`src/design/tfn_pkg.sv`:
```
// tfn_pkg: shared types of the facet normal unit
// no dependencies; used by the cell modules and the top level
package tfn_pkg;

   // per-cell control: hold enable and incoming valid
   typedef struct packed {
      logic en;
      logic vld;
   } ctl_type;

endpackage

```
`src/design/tfn_sqrt_cell.sv`:
```
// tfn_sqrt_cell: one digit of the pipelined floor square root
// depends on tfn_pkg
module tfn_sqrt_cell #(
   parameter int RW     = 35,
   parameter int SIDE_W = 8
) (
   input  logic                 clock,
   input  logic                 reset,
   input  tfn_pkg::ctl_type     ctl,
   input  logic [2*RW-1:0]      rad_in,
   input  logic [RW+1:0]        rem_in,
   input  logic [RW-1:0]        root_in,
   input  logic [SIDE_W-1:0]    side_in,
   output logic                 vld_out,
   output logic [2*RW-1:0]      rad_out,
   output logic [RW+1:0]        rem_out,
   output logic [RW-1:0]        root_out,
   output logic [SIDE_W-1:0]    side_out
);
   import tfn_pkg::*;

   logic                vld_ff;
   logic [2*RW-1:0]     rad_ff;
   logic [RW+1:0]       rem_ff, rem_in_t, trial, rem_next;
   logic [RW-1:0]       root_ff, root_next;
   logic [SIDE_W-1:0]   side_ff;

   // bring down the next two radicand bits and try root*4+1
   assign rem_in_t = {rem_in[RW-1:0], rad_in[2*RW-1 -: 2]};
   assign trial    = {root_in, 2'b01};

   always_comb begin
      if (rem_in_t >= trial) begin
         rem_next  = rem_in_t - trial;
         root_next = {root_in[RW-2:0], 1'b1};
      end else begin
         rem_next  = rem_in_t;
         root_next = {root_in[RW-2:0], 1'b0};
      end
   end

   // valid bit
   always_ff @(posedge clock) begin
      if (reset) begin
         vld_ff <= 1'b0;
      end else if (ctl.en) begin
         vld_ff <= ctl.vld;
      end
   end

   // payload
   always_ff @(posedge clock) begin
      if (ctl.en) begin
         rad_ff  <= {rad_in[2*RW-3:0], 2'b00};
         rem_ff  <= rem_next;
         root_ff <= root_next;
         side_ff <= side_in;
      end
   end

   assign vld_out  = vld_ff;
   assign rad_out  = rad_ff;
   assign rem_out  = rem_ff;
   assign root_out = root_ff;
   assign side_out = side_ff;

endmodule

```
`config.mk`:
```
export PLATFORM = sky130hd
export DESIGN_NAME = tfn_sqrt_cell
export DESIGN_NICKNAME = d
export VERILOG_FILES = /design/src/design/tfn_pkg.sv /design/src/design/tfn_sqrt_cell.sv
export SDC_FILE = /design/constraint.sdc
export NUM_CORES = 1
export LEC_CHECK = 0
export BUFFER_PORTS_ARGS = -buffer_cell sky130_fd_sc_hd__buf_4
export CORE_ASPECT_RATIO = 2
export CORE_MARGIN = 1.5
export CORE_UTILIZATION = 43
export DETAILED_ROUTE_END_ITERATION = 10
export HOLD_SLACK_MARGIN = 0.08
export PLACE_DENSITY = 0.76
export SYNTH_ARGS = -nofsm -noshare
export SYNTH_HDL_FRONTEND = slang
export SYNTH_SLANG_ARGS = --single-unit
export TNS_END_PERCENT = 30
```
`constraint.sdc`:
```
create_clock -name clock -period 2.8 [get_ports clock]
set_input_delay 0.28 -clock clock [delete_from_list [all_inputs] [get_ports clock]]
set_output_delay 0.28 -clock clock [all_outputs]
set_load 0.05 [all_outputs]
```
==> results of run 1 <==
[registers in the layout (all words and copies together), names as in the netlist]
name and flops:
rem_out 37, rad_out 68, vld_out 1, side_out 8, root_out 35
[worst max-delay path, cell delays in order]
cell,delay [ns]
dlygate4sd3_1,0.54
buf_4,0.11
inv_1,0.05
ha_4,0.28
and3_4,0.18
nand3_1,0.08
a211oi_2,0.28
a2111oi_2,0.10
o41a_2,0.43
buf_4,0.16
inv_1,0.11
mux2_2,0.34
[synth_stat cells, types with 12 or more instances]
| cell | count |
|---|---|
| a21oi_1 | 45 |
| edfxtp_1 | 148 |
| ha_1 | 37 |
| inv_1 | 49 |
| nand2_1 | 63 |
| nor2_1 | 27 |
| o21ai_0 | 45 |
| xnor2_1 | 20 |
| xor2_1 | 12 |
[power groups by stage]
stage / sequential (uW) / combinational [uW] / clock [uW]
global route: 2800 / 2410 / 2340
floorplan: 3550 / 525 / 0
detailed placement: 2810 / 2120 / 0
CTS: 2770 / 2260 / 2250
global placement: 2810 / 2090 / 0
finish: 2780 / 2290 / 2240
[metrics by stage]
step | hold slack (ns) | TNS [ns] | area (um2) | cells
2_1_floorplan | 0.352 | 0 | 7070 | 576
3_3_place_gp | 0.439 | -8.39 | 10200 | 1150
3_5_place_dp | 0.445 | -10.01 | 10200 | 1150
4_1_cts | 0.0941 | 0 | 11900 | 1291
5_1_grt | 0.122 | -0.00233 | 11900 | 1294
6_report | 0.112 | 0 | 11900 | 1294
[cell type report]
type | count | area (um2)
clock inverter | 13 | 133
multi-input combinational | 360 | 2350
clock buffer | 18 | 429
fill | 1056 | 4270
sequential | 149 | 4460
timing repair buffer | 500 | 4100
inverter | 49 | 184
tap | 204 | 255
antenna | 1 | 2.50
[how the worst max path moves through the flow]
stage | from | end | slack [ns] | cells past startpoint
floorplan | root_in[1] | rem_out[34] | 0.02 | 11
global placement | root_in[22] | rem_out[34] | -0.31 | 12
detailed placement | root_in[22] | rem_out[34] | -0.37 | 12
CTS | root_in[27] | rem_out[13] | 0.01 | 13
global route | root_in[27] | rem_out[31] | -0.002 | 12
finish | root_in[27] | rem_out[31] | 0.05 | 12
[logic make-up after synthesis]
| logic type | Yosys count | synth area share (%) |
|---|---|---|
| compound gates | 149 | 13.1 |
| flops | 149 | 63.2 |
| simple gates | 136 | 8.58 |
| buf+inv | 67 | 4.05 |
| fa+ha+maj | 37 | 6.55 |
| xor+xnor | 32 | 3.96 |
| mux | 4 | 0.584 |
| other cells | 1 | 0.0530 |
[repair_timing]
item / 4_1_cts / 5_1_grt
resized for setup: 0 / 5
hold buffers: 110 / 0
setup endpoints to repair: 0 / 21
endpoints found under the hold margin: 110 / 0
buffers inserted: 0 / 2
[per-layer routing]
metal | wire length (um) | share of wire, % | global-route usage [%] | vias to the layer above
met2 | 13800 | 57 | 53.9 | 275
met3 | 1320 | 5.5 | 5.61 | 53
met5 | 0 | 0 | 0 | -
met4 | 901 | 3.8 | 13.7 | 0
li1 | - | - | - | 3117
met1 | 7990 | 33 | 27.0 | 3131
==> impl_metrics.env, run 1 <==
export IMPL_layout_common_cells="buf_4, edfxtp_1, dlygate4sd3_1"
export IMPL_reg2reg_from="vld_out"
export IMPL_rrSetupSlack_ns=2.21
export IMPL_yosysTopAreaCell="edfxtp_1"
export IMPL_grt_pass1_wl_um=35700
export IMPL_vdd_drop_max_uv=412
export IMPL_drt_vias_per_instance=5.08
export IMPL_clock_sinks=149
export IMPL_criticalPathCategory="in -> reg"
export IMPL_maxCapViolations=0
export IMPL_core_um2=16200
export IMPL_hp_class="in -> reg"
export IMPL_cts_tree="done"
export IMPL_place_ws_ns=-0.374
export IMPL_clk_pin_slew_ns=0.07
export IMPL_outcome="finished, final reports clean"
export IMPL_setup_violations_final=0
export IMPL_ant_nets=0
export IMPL_intPower_uw=4890
export IMPL_hold_violations=0
export IMPL_yosys_cell_types_count=52
export IMPL_avgSynthCellArea_um2=12.3
export IMPL_dp_hpwl_um=16300
export IMPL_start_util_pct=43.7
export IMPL_worstPathRequired_ns=2.98
export IMPL_powerDensity_nw_per_um2=614
export IMPL_port_buffer_count=300
export IMPL_insertion_delay_ns=0.42
export IMPL_drt_iter0_drc=368
export IMPL_r2r_cells=2
export IMPL_mostFrequentLayoutCell="buf_4"
export IMPL_layout_min_cycle_time_ns=2.75
export IMPL_globalplace_congestion=0.917
export IMPL_fmax_ghz=0.363
export IMPL_pwr_share_seq_pct=38.0
export IMPL_die_h_um=184
export IMPL_clkPwrFrac_pct=30.6
export IMPL_finalPower_uw=7310
export IMPL_drive_gt1_share_pct=40.0
export IMPL_synthArstFlopShare_pct=0
export IMPL_slew_headroom_pct=61.5
export IMPL_vias=6576
export IMPL_clock_skew_ns=0
export IMPL_drtPass1Iterations=5
export IMPL_dieArea_um2=17300
export IMPL_wl_um=24000
export IMPL_reg2reg_to="vld_out"
export IMPL_yosys_top_cells_area="edfxtp_1, ha_1, nand2_1"
export IMPL_ctsRootBufferMaster="clkbuf_16"
export IMPL_grt_total_usage_pct=27.9
export IMPL_syn_cell_area_um2=7070
export IMPL_leakage_uw=0.00532
export IMPL_htreeDepth=4
export IMPL_synth_top_cell_area_share_pct=62.9
export IMPL_synthCells=575
export IMPL_area_growth_pct=68.5
export IMPL_antenna_found_initial=1
export IMPL_worstHoldStart="ctl[0]"
export IMPL_synth_seq_area_share_pct=63.2
export IMPL_end_kind="register"
export IMPL_cts_made_buffers=17
export IMPL_finalMaxSlewViolations=0
export IMPL_clockBufferDepth=2
export IMPL_pwr_share_comb_pct=31.3
export IMPL_synth_edff_count=148
export IMPL_crit_arrival_ns=2.93
export IMPL_finalCritPeriodShare_pct=98.4
export IMPL_post_route_util_pct=73.6
export IMPL_grt_max_degree=63
export IMPL_cp_start_kind="primary input"
export IMPL_drc=0
export IMPL_layout_setup_ws_ns=0.0460
export IMPL_hold_end="vld_out"
export IMPL_path_max_fanout=3
export IMPL_worstMarginPinSlew_ns=0.578
export IMPL_hold_path_depth=3
export IMPL_final_nets=1268
export IMPL_synthFlopType="edfxtp_1"
export IMPL_synth_warnings=0
export IMPL_p_sw_share_pct=33.1
export IMPL_fp_dieW_um=93.7
export IMPL_overflow=0
export IMPL_grt_pass1_vias=6844
export IMPL_placementRows=66
export IMPL_ys_seq_elements=149
export IMPL_route_detailed_wl_per_inst_um=18.5
export IMPL_ioPinCount=305
export IMPL_power_switching_uw=2420
Note: power is estimated with default switching activity, not from simulation.
==> inputs of run 2 (changes only) <==
ABC_AREA = 1   (was unset)
CORE_UTILIZATION = 45   (was 43)
PLACE_DENSITY = 0.77   (was 0.76)
SKIP_LAST_GASP = 1   (was unset)
==> run 2 against run 1 <==
  * Sequential power is essentially flat
  * Combinational power is essentially flat
  * Via count grew 17%
  * Critical path type unchanged
  * Clock power grew 8%
  * Setup slack gained 0.19 ns
  * Die area grew 11%
  * Clock-buffer cell count grew 1
  * Largest cell class unchanged
  * Register-to-register slack lost 0.02 ns
  * Non-clock buffer count shrank 78
  * Final area grew 4.1%
==> impl_metrics.env, run 2 <==
export IMPL_outcome="finished, final reports clean"
export IMPL_cts_made_buffers=17
export IMPL_core_um2=17800
export IMPL_wl_um=28800
export IMPL_power_switching_uw=2600
export IMPL_clk_pin_slew_ns=0.06
export IMPL_fp_dieW_um=98.4
export IMPL_cts_tree="done"
export IMPL_grt_pass1_wl_um=43100
export IMPL_synthFlopType="edfxtp_1"
export IMPL_crit_cells=16
export IMPL_grt_pass1_vias=7904
export IMPL_ys_seq_elements=149
export IMPL_drtPass1Iterations=5
export IMPL_pwr_share_seq_pct=37.1
export IMPL_placed_area_um2=10700
export IMPL_n_antenna_cell=0
export IMPL_critPathTopFamily="buffers and inverters"
export IMPL_criticalPathCategory="in -> reg"
export IMPL_end_kind="register"
export IMPL_dp_hpwl_um=20100
export IMPL_antenna_found_initial=0
export IMPL_crit_chain="dlygate4sd3_1, buf_4, inv_1, ha_1, nand2_1, inv_1, nand2_1, nand2_1, a21oi_2, nor2_1, nor2_1, nand2_2, nand2_4, buf_4, nand3_1, nand2_1"
export IMPL_yosysMostFrequentCell="nand2_1"
export IMPL_whs_ns=0.137
export IMPL_yosysTopAreaCell="edfxtp_1"
export IMPL_setup_violations_final=0
export IMPL_insertion_delay_ns=0.43
export IMPL_die_h_um=194
export IMPL_slew_headroom_pct=63.4
export IMPL_layout_min_cycle_time_ns=2.56
export IMPL_yosys_top_cells_area="edfxtp_1, nand2_1, inv_1"
export IMPL_layout_common_cells="buf_4, nand2_1, edfxtp_1"
export IMPL_yosys_cell_types_count=36
export IMPL_finalCritPeriodShare_pct=91.4
export IMPL_ioPinCount=305
export IMPL_pwr_share_comb_pct=30.5
export IMPL_setup_tns_ns=0
export IMPL_ctsRootBufferMaster="clkbuf_16"
export IMPL_route_detailed_wl_per_inst_um=18.7
export IMPL_path_buf_inv=5
export IMPL_grt_total_usage_pct=30.0
export IMPL_r2r_cells=2
export IMPL_start_util_pct=46.1
export IMPL_mostFrequentLayoutCell="buf_4"
export IMPL_clkPwrFrac_pct=32.3
export IMPL_vdd_drop_max_uv=487
export IMPL_globalplace_congestion=0.944
export IMPL_dieArea_um2=19100
export IMPL_intPower_uw=4900
export IMPL_cts_resized=0
export IMPL_crit_arrival_ns=2.86
export IMPL_area_growth_pct=51.2
export IMPL_largest_reg_flops=68
export IMPL_hp_class="in -> reg"
export IMPL_layout_setup_ws_ns=0.241
export IMPL_cp_start_kind="primary input"
export IMPL_hold_path_depth=3
export IMPL_clock_sinks=149
export IMPL_clock_skew_ns=0
export IMPL_hold_violations=0
export IMPL_drc=0
export IMPL_avgSynthCellArea_um2=9.28
export IMPL_crit_top_cell="nand2_1"
export IMPL_maxCapViolations=0
export IMPL_drt_vias_per_instance=5.01
export IMPL_drive_gt1_share_pct=29.4
export IMPL_rsz0062_at_grt="false"
export IMPL_placementRows=69
export IMPL_max_stage_delay_ns=0.56
export IMPL_cts_setup_buffers=0
export IMPL_postCtsHoldBufs=111
export IMPL_drt_iter0_drc=390
export IMPL_clockBufferDepth=2
export IMPL_port_buffer_count=300
export IMPL_vias=7711
export IMPL_fmax_ghz=0.391
export IMPL_leakage_uw=0.00607
export IMPL_worstPathRequired_ns=3.10
export IMPL_final_nets=1503
export IMPL_path_max_fanout=17
export IMPL_cp_slowest_cell="dlygate4sd3_1"
export IMPL_synth_edff_count=148
export IMPL_synth_seq_area_share_pct=54.4
export IMPL_syn_cell_area_um2=8200
export IMPL_finalMaxSlewViolations=0
export IMPL_overflow=0
export IMPL_powerDensity_nw_per_um2=605
export IMPL_place_ws_ns=0.355
export IMPL_p_sw_share_pct=34.7
export IMPL_worstMarginPinSlew_ns=0.549
export IMPL_htreeDepth=4
export IMPL_synthCells=884
export IMPL_yosys_top_cells_count="nand2_1, edfxtp_1, inv_1"
export IMPL_synthArstFlopShare_pct=0
export IMPL_ant_nets=0
export IMPL_synth_top_cell_area_share_pct=54.2
export IMPL_synth_warnings=0
export IMPL_stdcell_area_um2=12400
export IMPL_grt_max_degree=56
run 2: stage by stage:
step	instances	power, uW	utilization (%)
2_1_floorplan	885	4210	-
3_3_place_gp	1395	4920	60.1
3_5_place_dp	1395	4950	60.1
4_1_cts	1538	7470	69.7
5_1_grt	1538	7760	69.7
6_report	1538	7500	69.7
run 2: area by class of cell:
class / instances / area, um2
inverter: 150 / 563
multi-input combinational: 572 / 3010
sequential: 149 / 4460
tap: 213 / 267
clock buffer: 19 / 433
fill: 1375 / 5380
clock inverter: 13 / 174
timing repair buffer: 422 / 3490
run 2: worst paths after layout:
check	startpoint	to	slack [ns]
hold reg to reg	vld_out	vld_out	0.54
setup / recovery	root_in[17]	rem_out[21]	0.24
hold / removal	ctl[0]	vld_out	0.14
setup reg to reg	vld_out	vld_out	2.19
run 2: power groups by stage:
stage,sequential [uW],combinational [uW],clock (uW)
final,2790,2290,2430
after global routing,2810,2420,2530
after CTS,2780,2270,2420
after detailed placement,2820,2130,0
after global placement,2810,2100,0
after floorplan,3560,646,0
run 2: cells by family after synthesis:
group / count (synthesis) / synth area share (%)
AO/OA/AOI/OAI: 43 / 2.93
XOR/XNOR: 19 / 2.03
buffers and inverters: 164 / 8.87
flip-flops: 149 / 54.4
adder cells (fa/ha/maj): 37 / 5.65
multiplexers: 1 / 0.122
AND/OR/NAND/NOR: 470 / 25.9
other: 1 / 0.0457
run 2: worst min-delay path, stage by stage:
cell and delay, ns:
buf_4 0.09, mux2i_1 0.06, nor2_1 0.10
run 2: layer usage:
layer	GRT usage, %	part of all wire [%]	up-vias
met1	28.2	33	3590
met2	60.0	58	329
met4	13.5	4.4	0
met3	5.48	5.0	72
met5	0	0	-
li1	-	-	3720
